==> config.mk <==
export PLATFORM = sky130hd
export DESIGN_NAME = modbus_ascii_response_deframer_unit
export DESIGN_NICKNAME = d
export VERILOG_FILES = /design/src/design/mard_pkg.sv /design/src/design/modbus_ascii_response_deframer_unit.sv
export SDC_FILE = /design/constraint.sdc
export NUM_CORES = 1
export LEC_CHECK = 0
export ABC_AREA = 1
export BUFFER_PORTS_ARGS = -buffer_cell sky130_fd_sc_hd__buf_4
export CAP_MARGIN = 20
export CORE_MARGIN = 5
export CORE_UTILIZATION = 44
export DETAILED_ROUTE_END_ITERATION = 16
export PLACE_DENSITY = 0.64
export SYNTH_ARGS = -nofsm -noshare
export SYNTH_HDL_FRONTEND = slang
export SYNTH_SLANG_ARGS = --single-unit
export TNS_END_PERCENT = 5
==> constraint.sdc <==
create_clock -name i_clk -period 8.4 [get_ports i_clk]
set_input_delay 1.26 -clock i_clk [delete_from_list [all_inputs] [get_ports i_clk]]
set_output_delay 1.26 -clock i_clk [all_outputs]
set_load 0.01 [all_outputs]
==> src/design/mard_pkg.sv <==
// Types and constants shared by the Modbus ASCII response deframer.
package mard_pkg;

    typedef struct packed {
        logic [7:0] rx_char;
        logic       read_failed;
    } t_req;

    typedef struct packed {
        logic        byte_valid;
        logic [7:0]  byte_value;
        logic        reg_valid;
        logic [15:0] reg_value;
        logic        frame_end;
        logic [1:0]  status;
        logic [8:0]  frame_length;
        logic [7:0]  node_addr;
        logic [7:0]  function_code;
        logic [15:0] first_reg;
        logic [15:0] point_count;
        logic [7:0]  exc_code;
    } t_rsp;

    typedef enum logic [8:0] {
        PH_IDLE   = 9'b000000001,
        PH_ADDR   = 9'b000000010,
        PH_FUNC   = 9'b000000100,
        PH_EXC    = 9'b000001000,
        PH_COUNT  = 9'b000010000,
        PH_REGS   = 9'b000100000,
        PH_START  = 9'b001000000,
        PH_POINTS = 9'b010000000,
        PH_END    = 9'b100000000
    } t_phase;

    localparam logic [1:0] ST_OK        = 2'd0;
    localparam logic [1:0] ST_BAD_START = 2'd1;
    localparam logic [1:0] ST_READ_FAIL = 2'd2;
    localparam logic [1:0] ST_TOO_LONG  = 2'd3;

    localparam logic [7:0] CHAR_COLON    = 8'h3A;
    localparam logic [7:0] CHAR_NINE     = 8'h39;
    localparam logic [7:0] CHAR_ZERO     = 8'h30;
    localparam logic [7:0] HEX_ALPHA_OFS = 8'h37; // 'A' - 10
    localparam logic [7:0] FUNC_EXC_BIT  = 8'h80;
    localparam logic [7:0] FUNC_READ_REG = 8'h03;
    localparam logic [7:0] FUNC_WRITE_MR = 8'h10;

    localparam logic [9:0]  MAX_LENGTH_RST = 10'd999;
    localparam logic [11:0] LENGTH_MARGIN  = 12'd6;

    function automatic logic [7:0] nibble_of(input logic [7:0] c);
        logic [7:0] v;
        if (c <= CHAR_NINE) begin
            v = c - CHAR_ZERO;
        end else begin
            v = c - HEX_ALPHA_OFS;
        end
        return v;
    endfunction

endpackage

==> src/design/modbus_ascii_response_deframer_unit.sv <==
// Modbus ASCII response deframer: per-character frame decode with registered result.
// One request (a character or a read-failure event) is taken per clock; the frame state
// and the result register update in the same cycle, so a result is shown the cycle after
// its request and a new request is taken every cycle while the result register is empty or
// being drained. Requests that yield no result (the start colon, the first character of a
// hex pair) just advance the state. max_length resets to 999. The user must write it through
// i_cfg_we/i_cfg_wdata only while no frame is in progress; the block does no check of this.
module modbus_ascii_response_deframer_unit (
    input  logic              i_clk,
    input  logic              i_rst_n,
    input  logic              i_in_valid,
    output logic              o_in_ready,
    input  mard_pkg::t_req    i_req,
    output logic              o_out_valid,
    input  logic              i_out_ready,
    output mard_pkg::t_rsp    o_rsp,
    input  logic              i_cfg_we,
    input  logic [9:0]        i_cfg_wdata
);
    import mard_pkg::*;

    logic [9:0]  r_max_length;
    t_phase      r_phase,      n_phase;
    logic [7:0]  r_first_char, n_first_char;
    logic [1:0]  r_char_slot,  n_char_slot;
    logic [6:0]  r_regs_left,  n_regs_left;
    logic [8:0]  r_count,      n_count;
    logic [7:0]  r_held_hi,    n_held_hi;
    logic [7:0]  r_addr,       n_addr;
    logic [7:0]  r_func,       n_func;
    logic [15:0] r_start,      n_start;
    logic [15:0] r_points,     n_points;
    logic [7:0]  r_bcount,     n_bcount;
    logic [7:0]  r_except,     n_except;
    logic        r_out_valid,  n_out_valid;
    t_rsp        r_rsp,        n_rsp;

    logic        w_accept;
    logic [7:0]  w_hi_nib;
    logic [7:0]  w_lo_nib;
    logic [7:0]  w_byte;
    logic [8:0]  w_count_inc;
    logic        w_too_long;
    logic [1:0]  w_status;
    logic        w_finish;

    assign o_in_ready  = !r_out_valid || i_out_ready;
    assign w_accept    = i_in_valid && o_in_ready;
    assign o_out_valid = r_out_valid;
    assign o_rsp       = r_rsp;

    assign w_hi_nib    = nibble_of(r_first_char);
    assign w_lo_nib    = nibble_of(i_req.rx_char);
    assign w_byte      = {w_hi_nib[3:0], 4'b0000} | w_lo_nib;
    assign w_count_inc = r_count + 9'd1;
    // signed compare of the new count against max_length - 6
    assign w_too_long  = $signed({3'b000, w_count_inc})
                         >= $signed({2'b00, r_max_length} - LENGTH_MARGIN);

    always_comb begin
        n_phase      = r_phase;
        n_first_char = r_first_char;
        n_char_slot  = r_char_slot;
        n_regs_left  = r_regs_left;
        n_count      = r_count;
        n_held_hi    = r_held_hi;
        n_addr       = r_addr;
        n_func       = r_func;
        n_start      = r_start;
        n_points     = r_points;
        n_bcount     = r_bcount;
        n_except     = r_except;
        n_rsp        = '0;
        w_finish     = 1'b0;
        w_status     = ST_OK;
        n_out_valid  = 1'b0;

        if (r_phase == PH_IDLE) begin
            n_char_slot = 2'd0;
            n_regs_left = '0;
            n_count     = '0;
            n_held_hi   = '0;
            n_addr      = '0;
            n_func      = '0;
            n_start     = '0;
            n_points    = '0;
            n_bcount    = '0;
            n_except    = '0;
            if (i_req.read_failed) begin
                w_finish = 1'b1;
                w_status = ST_READ_FAIL;
            end else if (i_req.rx_char != CHAR_COLON) begin
                w_finish = 1'b1;
                w_status = ST_BAD_START;
            end else begin
                n_phase = PH_ADDR;
            end
        end else if (i_req.read_failed) begin
            w_finish = 1'b1;
            w_status = ST_READ_FAIL;
        end else if (r_phase == PH_END) begin
            w_finish = 1'b1;
            w_status = ST_OK;
        end else if (!r_char_slot[0]) begin
            // hold the high character of the pair
            n_first_char = i_req.rx_char;
            n_char_slot  = r_char_slot + 2'd1;
        end else begin
            n_count          = w_count_inc;
            n_out_valid      = 1'b1;
            n_rsp.byte_valid = 1'b1;
            n_rsp.byte_value = w_byte;
            n_char_slot      = 2'd0;
            unique case (r_phase)
                PH_ADDR: begin
                    n_addr  = w_byte;
                    n_phase = PH_FUNC;
                end
                PH_FUNC: begin
                    n_func = w_byte;
                    priority if ((w_byte & FUNC_EXC_BIT) != 8'h00) begin
                        n_phase = PH_EXC;
                    end else if (w_byte == FUNC_READ_REG) begin
                        n_phase = PH_COUNT;
                    end else if (w_byte == FUNC_WRITE_MR) begin
                        n_phase = PH_START;
                    end else begin
                        n_phase = PH_END;
                    end
                end
                PH_EXC: begin
                    n_except = w_byte;
                    n_phase  = PH_END;
                end
                PH_COUNT: begin
                    n_bcount    = w_byte;
                    n_regs_left = w_byte[7:1];
                    n_phase     = (w_byte[7:1] != 7'd0) ? PH_REGS : PH_END;
                end
                PH_REGS: begin
                    if (r_char_slot == 2'd1) begin
                        n_held_hi   = w_byte;
                        n_char_slot = 2'd2;
                    end else begin
                        n_rsp.reg_valid = 1'b1;
                        n_rsp.reg_value = {r_held_hi, w_byte};
                        n_regs_left     = r_regs_left - 7'd1;
                        if (w_too_long) begin
                            w_finish = 1'b1;
                            w_status = ST_TOO_LONG;
                        end else if (n_regs_left == 7'd0) begin
                            n_phase = PH_END;
                        end
                    end
                end
                PH_START: begin
                    if (r_char_slot == 2'd1) begin
                        n_held_hi   = w_byte;
                        n_char_slot = 2'd2;
                    end else begin
                        n_start = {r_held_hi, w_byte};
                        n_phase = PH_POINTS;
                    end
                end
                PH_POINTS: begin
                    if (r_char_slot == 2'd1) begin
                        n_held_hi   = w_byte;
                        n_char_slot = 2'd2;
                    end else begin
                        n_points = {r_held_hi, w_byte};
                        n_phase  = PH_END;
                    end
                end
                default: begin
                    n_phase = PH_IDLE;
                end
            endcase
        end

        if (w_finish) begin
            n_out_valid         = 1'b1;
            n_rsp.frame_end     = 1'b1;
            n_rsp.status        = w_status;
            n_rsp.frame_length  = (w_status == ST_OK) ? n_count : 9'd0;
            n_rsp.node_addr     = n_addr;
            n_rsp.function_code = n_func;
            n_rsp.first_reg     = n_start;
            n_rsp.point_count   = n_points;
            n_rsp.exc_code      = n_except;
            n_phase             = PH_IDLE;
            n_char_slot         = 2'd0;
        end
    end

    always_ff @(posedge i_clk) begin
        if (!i_rst_n) begin
            r_max_length <= MAX_LENGTH_RST;
            r_phase      <= PH_IDLE;
            r_first_char <= '0;
            r_char_slot  <= '0;
            r_regs_left  <= '0;
            r_count      <= '0;
            r_held_hi    <= '0;
            r_addr       <= '0;
            r_func       <= '0;
            r_start      <= '0;
            r_points     <= '0;
            r_bcount     <= '0;
            r_except     <= '0;
            r_out_valid  <= 1'b0;
        end else begin
            if (i_cfg_we) begin
                r_max_length <= i_cfg_wdata;
            end
            if (w_accept) begin
                r_phase      <= n_phase;
                r_first_char <= n_first_char;
                r_char_slot  <= n_char_slot;
                r_regs_left  <= n_regs_left;
                r_count      <= n_count;
                r_held_hi    <= n_held_hi;
                r_addr       <= n_addr;
                r_func       <= n_func;
                r_start      <= n_start;
                r_points     <= n_points;
                r_bcount     <= n_bcount;
                r_except     <= n_except;
                r_out_valid  <= n_out_valid;
            end else if (i_out_ready) begin
                r_out_valid  <= 1'b0;
            end
        end
    end

    always_ff @(posedge i_clk) begin
        if (w_accept && n_out_valid) begin
            r_rsp <= n_rsp;
        end
    end

`ifndef NO_ASSERTIONS
    a_idle_after_fail: assert property (@(posedge i_clk) disable iff (!i_rst_n)
        (w_accept && i_req.read_failed) |=> (r_phase == PH_IDLE && r_char_slot == 2'd0))
        else $error("phase not idle after read failure");

    a_reg_has_byte: assert property (@(posedge i_clk) disable iff (!i_rst_n)
        (o_out_valid && o_rsp.reg_valid) |-> o_rsp.byte_valid)
        else $error("register word without its low byte");

    a_summary_only_at_end: assert property (@(posedge i_clk) disable iff (!i_rst_n)
        (o_out_valid && !o_rsp.frame_end)
            |-> (o_rsp.status == ST_OK && o_rsp.frame_length == 9'd0))
        else $error("summary fields set without frame end");

    a_length_only_ok: assert property (@(posedge i_clk) disable iff (!i_rst_n)
        (o_out_valid && o_rsp.frame_length != 9'd0)
            |-> (o_rsp.frame_end && o_rsp.status == ST_OK))
        else $error("frame length on failed frame");

    a_stall_blocks_input: assert property (@(posedge i_clk) disable iff (!i_rst_n)
        (o_out_valid && !i_out_ready) |-> !o_in_ready)
        else $error("request taken while result stalled");
`endif

endmodule

==> impl_metrics.ini, run 1 <==
[route]
drtPass1Iterations = 5
via_count = 8087
routedWlPerCell_um = 15.9
drc = 0
first_iter_violations = 583
vias_per_cell = 5.28
ant_nets = 0
wl_mm = 24.4

[timing]
fin_skew_ps = 8.66
setup_slack_ps = 3930
tightest_slew_ps = 864
setup_viol_count_final = 0
tns_ps = 0
drv_slew = 0
rsz0062_at_grt = false
fin_hold_ws_ps = 462
finalHoldViolCount = 0
slew_headroom_pct = 42.3
period_share_pct = 53.2
finalCriticalPeriod_ps = 4470
max_freq_mhz = 224

[synth]
synth_area_per_cell_um2 = 8.56
synth_edf_count = 94
ys_seq_elements = 204
synth_cell_types = 45
synthFlopType = dfxtp_1
syn-cell-area_mm2 = 0.00977
yosysWarningCount = 0
synth-async-reset-ratio_pct = 0
synth_nets = 1186
syn_inst = 1141
synth_seq_area_share_pct = 51.4

[clock_network]
h-tree-depth = 1
cts.sinks = 204
cts_resized = 0
cts_made_buffers = 22
path_clk_slew_ps = 60
clock_path_buffers = 3
post_cts_buffers = 0
ctsHoldBuffers = 0
root_buffer = clkbuf_16
clk_latency_ps = 490
cts_tree = built

[critical_path]
critPathLaunchType = register
critPathCaptureType = register
crit_path_max_fanout = 48
crit_type = register to register
critPathRequiredTime_ps = 8580
worstPathArrival_ps = 4640

[global_routing]
grt_pass1_wl_mm = 39.4
grt_pass1_vias = 7601
track_usage_pct = 18.4
grt_max_degree = 133
grt_overflow_total = 0
antenna_found_initial = 0

[final_layout]
postLayoutCellArea_mm2 = 0.0116
final_common_cell = nand2_1
diodes = 0
fill_cells = 2058
final_cell_mix = 181 x nand2_1, 144 x nor2_1, 126 x buf_4
area_growth_pct = 18.5
utilization_pct = 53.0
drive_gt1_share_pct = 18.1
nets = 1281

[floorplanning]
dieWidth_um = 159
core_mm2 = 0.0218
rows = 54
die-area_mm2 = 0.0253
ios = 120
start_util_pct = 44.8
dieHeight_um = 159

[placed_design]
place_ws_ps = 3920
numPortBuffers = 119
gp_congestion = 0.890
dpl_cell_area_mm2 = 0.0108
dp_hpwl_mm = 16.5

[hold_path]
hold_class = register to register

[power_and_ir_drop]
leakagePower_nw = 4.70
powerDensity_mw_per_mm2 = 241
peakVddDrop_uv = 107

[outcome]
status = complete, no violations

[flow_run]
drv_cap = 0
-- where the power goes --
| group | internal (W) | total, W | switching (W) | leakage (nW) |
|---|---|---|---|---|
| clock | 0.000604 | 0.000984 | 0.000380 | 0.359 |
| combinational | 0.000195 | 0.000593 | 0.000398 | 2.51 |
| sequential | 0.00116 | 0.00121 | 0.0000509 | 1.83 |
-- flip-flops by register name (all words and copies together) (netlist names), 8 cells and up --
| register | flops |
|---|---|
| o_rsp | 94 |
| r_points | 16 |
| r_start | 16 |
| r_max_length | 10 |
| r_count | 9 |
| r_phase | 9 |
| r_addr | 8 |
| r_except | 8 |
| r_first_char | 8 |
| r_func | 8 |
| r_held_hi | 8 |
-- cell usage after synthesis, types with 5 or more instances --
library cell | instances | area (um2)
nand4_1 | 12 | 75.1
a21oi_1 | 121 | 606
nor3_1 | 7 | 35.0
buf_6 | 6 | 67.6
ha_1 | 21 | 263
nand2_2 | 9 | 56.3
xor2_1 | 11 | 96.3
buf_2 | 16 | 80.1
o21ai_1 | 17 | 85.1
edfxtp_1 | 94 | 2820
nand2_1 | 181 | 679
nor2_4 | 5 | 56.3
nor2_1 | 144 | 541
inv_1 | 88 | 330
nand3_1 | 54 | 270
clkbuf_1 | 31 | 116
nor2_2 | 12 | 75.1
dfxtp_1 | 110 | 2200
o21ai_0 | 95 | 475
inv_2 | 10 | 37.5
xnor2_1 | 6 | 52.6
nor3_2 | 11 | 110
o211ai_1 | 43 | 323
-- final timing paths --
kind / endpoint / from / slack, ps / depth (start not counted)
hold / removal: r_max_length[0]$_SDFFE_PN1P_ / r_max_length[0]$_SDFFE_PN1P_ / 460 / 2
setup reg to reg: o_rsp[19]$_SDFFCE_PN0P_ / r_count[0]$_SDFFE_PN0P_ / 3930 / 23
hold reg to reg: r_max_length[0]$_SDFFE_PN1P_ / r_max_length[0]$_SDFFE_PN1P_ / 460 / 2
setup / recovery: o_rsp[19]$_SDFFCE_PN0P_ / r_count[0]$_SDFFE_PN0P_ / 3930 / 23
-- per-stage QoR --
step                instances  power (W)
CTS                      1529    0.00280
global route             1532    0.00292
floorplan                1141    0.00161
detailed placement       1489    0.00182
global placement         1489    0.00181
finish                   1532    0.00279
-- worst max-delay path: stages (launching register included) --
cell	delay [ps]
dfxtp_1	410
ha_1	220
nand3_1	120
nor2_1	100
inv_1	80
nor2_1	200
xor2_1	180
inv_1	60
ha_1	310
nand2_1	80
inv_1	50
a21oi_1	130
nand2_1	70
nand2_1	60
nand3_1	70
nand2_1	80
nand2_1	80
nand2_2	120
nand2_2	60
o21ai_2	120
nand3_1	140
nand2_1	120
clkinv_2	670
buf_4	610
-- metal layers --
| layer | up-vias | GRT usage (%) | part of all wire, % |
|---|---|---|---|
| li1 | 4084 | - | - |
| met1 | 3697 | 25.0 | 44 |
| met3 | 46 | 3.11 | 6.3 |
| met2 | 260 | 30.4 | 46 |
| met4 | 0 | 5.58 | 3.0 |
| met5 | - | 0 | 0 |
-- cell families (layout without fill, tap and decap cells) --
family          count (synthesis)  in the layout  synth area share (%)
flops                         204            204                  51.4
buf+inv                       156            267                  6.71
simple gates                  450            450                  20.9
xor+xnor                       17             17                  1.52
fa+ha+maj                      21             21                  2.69
compound gates                293            293                  16.8
-- final cells by class --
| type | count | area [um2] | share of cell area, % |
|---|---|---|---|
| Sequential cell | 204 | 5020 | 43.4 |
| Multi-Input combinational cell | 781 | 4090 | 35.3 |
| Timing Repair Buffer | 128 | 993 | 8.58 |
| Clock buffer | 31 | 616 | 5.32 |
| Inverter | 99 | 375 | 3.24 |
| Tap cell | 280 | 350 | 3.03 |
| Clock inverter | 9 | 125 | 1.08 |
(Power assumes the default switching activity.)
==> run 2, diff against run 1 <==
==> constraint.sdc (replaced) <==
create_clock -name i_clk -period 4.54 [get_ports i_clk]
set_input_delay 0.681 -clock i_clk [delete_from_list [all_inputs] [get_ports i_clk]]
set_output_delay 0.681 -clock i_clk [all_outputs]
set_load 0.01 [all_outputs]
==> impl_metrics.ini, run 2 (synthesis results as in run 1) <==
[outcome]
status = complete, no violations

[final_layout]
final_common_cell = nand2_1
fill_cells = 2031
final_cell_mix = 181 x nand2_1, 144 x nor2_1, 128 x buf_4
final_cells = 1535
multi_input_area_mm2 = 0.00409
area_growth_pct = 19.0
largest_reg_flops = 94
drive_gt1_share_pct = 18.7
nets = 1284
diodes = 0
seq_area_mm2 = 0.00502

[floorplanning]
die-area_mm2 = 0.0253
start_util_pct = 44.8
dieWidth_um = 159
dieHeight_um = 159
ios = 120
rows = 54
core_mm2 = 0.0218

[clock_network]
post_cts_buffers = 0
cts_made_buffers = 22
ctsHoldBuffers = 0
clk_latency_ps = 490
h-tree-depth = 1
cts_tree = built
root_buffer = clkbuf_16
cts_resized = 0
cts.sinks = 204
path_clk_slew_ps = 60
clock_path_buffers = 3

[timing]
finalHoldViolCount = 0
period_share_pct = 87.0
finalCriticalPeriod_ps = 3950
fin_skew_ps = 13.6
tns_ps = 0
slew_headroom_pct = 35.5
rsz0062_at_grt = false
drv_slew = 0
setup_viol_count_final = 0
max_freq_mhz = 253
tightest_slew_ps = 968
fin_hold_ws_ps = 395

[route]
vias_per_cell = 5.38
ant_nets = 0
first_iter_violations = 606
routedWlPerCell_um = 16.1
drc = 0
via_count = 8259
wl_mm = 24.7
drtPass1Iterations = 4

[global_routing]
grt_pass1_vias = 7710
track_usage_pct = 18.9
grt_overflow_total = 0
antenna_found_initial = 0
grt_pass1_wl_mm = 40.4
grt_max_degree = 113

[placed_design]
dp_hpwl_mm = 16.9
dp_cells = 1495
gp_congestion = 0.872
numPortBuffers = 119

[critical_path]
r2r_setup_slack_ps = 590
critPathLaunchType = register
worstPathArrival_ps = 4180
crit_type = register to register
crit_path_max_fanout = 18
timing.rr.start = r_count[0]$_SDFFE_PN0P_
critPathCaptureType = register
ff2ff_path_depth = 23
critPathRequiredTime_ps = 4770
rr_endpoint = o_rsp[45]$_SDFFCE_PN0P_

[flow_run]
drv_cap = 0

[power_and_ir_drop]
peakVddDrop_uv = 271
powerDensity_mw_per_mm2 = 448
leakagePower_nw = 4.72

[hold_path]
hold-path-endpoint = r_max_length[2]$_SDFFE_PN1P_
hold_class = input port to register
hp-start = i_cfg_wdata[2]
min_path_cells = 3
-- run 2: changes by cell type in the layout (fill, tap and decap cells not counted), moves of 2 or more --
cell / previous run / this run
clkbuf_1: 7 / 0
clkinvlp_4: 1 / 3
inv_6: 0 / 2
buf_12: 1 / 3
buf_4: 126 / 128
clkinv_1: 1 / 3
-- run 2: final cells by class --
| type | instances | area share, % |
|---|---|---|
| Clock inverter | 15 | 1.37 |
| Timing Repair Buffer | 131 | 8.78 |
| Multi-Input combinational cell | 781 | 35.2 |
| Inverter | 99 | 3.25 |
| Clock buffer | 25 | 5.19 |
| Tap cell | 280 | 3.01 |
| Sequential cell | 204 | 43.2 |
-- run 2: critical path, stage by stage, from the launching register on --
cell and delay [ps]:
dfxtp_1 410, ha_1 220, nand3_1 130, nor2_1 110
inv_1 80, nor2_1 190, xor2_1 170, inv_1 60
ha_1 310, nand2_1 90, inv_1 60, a21oi_1 140
nand2_1 70, nand2_1 50, nand3_1 60, nand2_1 70
nand2_1 80, nand2_2 120, nand2_2 60, o21ai_2 110
nand3_1 120, nand2_1 140, clkinvlp_4 450, buf_4 400
-- run 2: through the flow --
step	instance area [um2]	power [W]	utilization (%)	worst slack, ps
2_1_floorplan	9770	0.00298	-	284
3_3_place_gp	10900	0.00338	49.8	727
3_5_place_dp	10900	0.00339	49.8	606
4_1_cts	11600	0.00525	53.3	562
5_1_grt	11600	0.00546	53.3	132
6_report	11600	0.00521	53.3	590
-- run 2: where the power goes --
| group | switching, W | internal [W] | leakage [nW] |
|---|---|---|---|
| clock | 0.000728 | 0.00113 | 0.374 |
| combinational | 0.000745 | 0.000371 | 2.52 |
| sequential | 0.0000951 | 0.00214 | 1.83 |
| total | 0.00157 | 0.00364 | 4.72 |
-- run 2: routing by layer --
metal	wire length, um	vias up	GRT usage, %
met5	0	-	0
met4	772	0	6.48
met3	1390	49	3.08
met2	11100	247	29.7
met1	11400	3852	26.5
li1	-	4111	-
-- run 2: worst max path at each step --
stage | from | to | cells past startpoint
floorplan | r_count[0]$_SDFFE_PN0P_ | o_rsp[0]$_SDFFCE_PN0P_ | 22
global placement | r_count[0]$_SDFFE_PN0P_ | o_rsp[51]$_SDFFCE_PN0P_ | 23
detailed placement | r_count[0]$_SDFFE_PN0P_ | o_rsp[42]$_SDFFCE_PN0P_ | 23
CTS | r_count[0]$_SDFFE_PN0P_ | o_rsp[47]$_SDFFCE_PN0P_ | 23
global route | r_count[0]$_SDFFE_PN0P_ | o_rsp[45]$_SDFFCE_PN0P_ | 23
finish | r_count[0]$_SDFFE_PN0P_ | o_rsp[45]$_SDFFCE_PN0P_ | 23
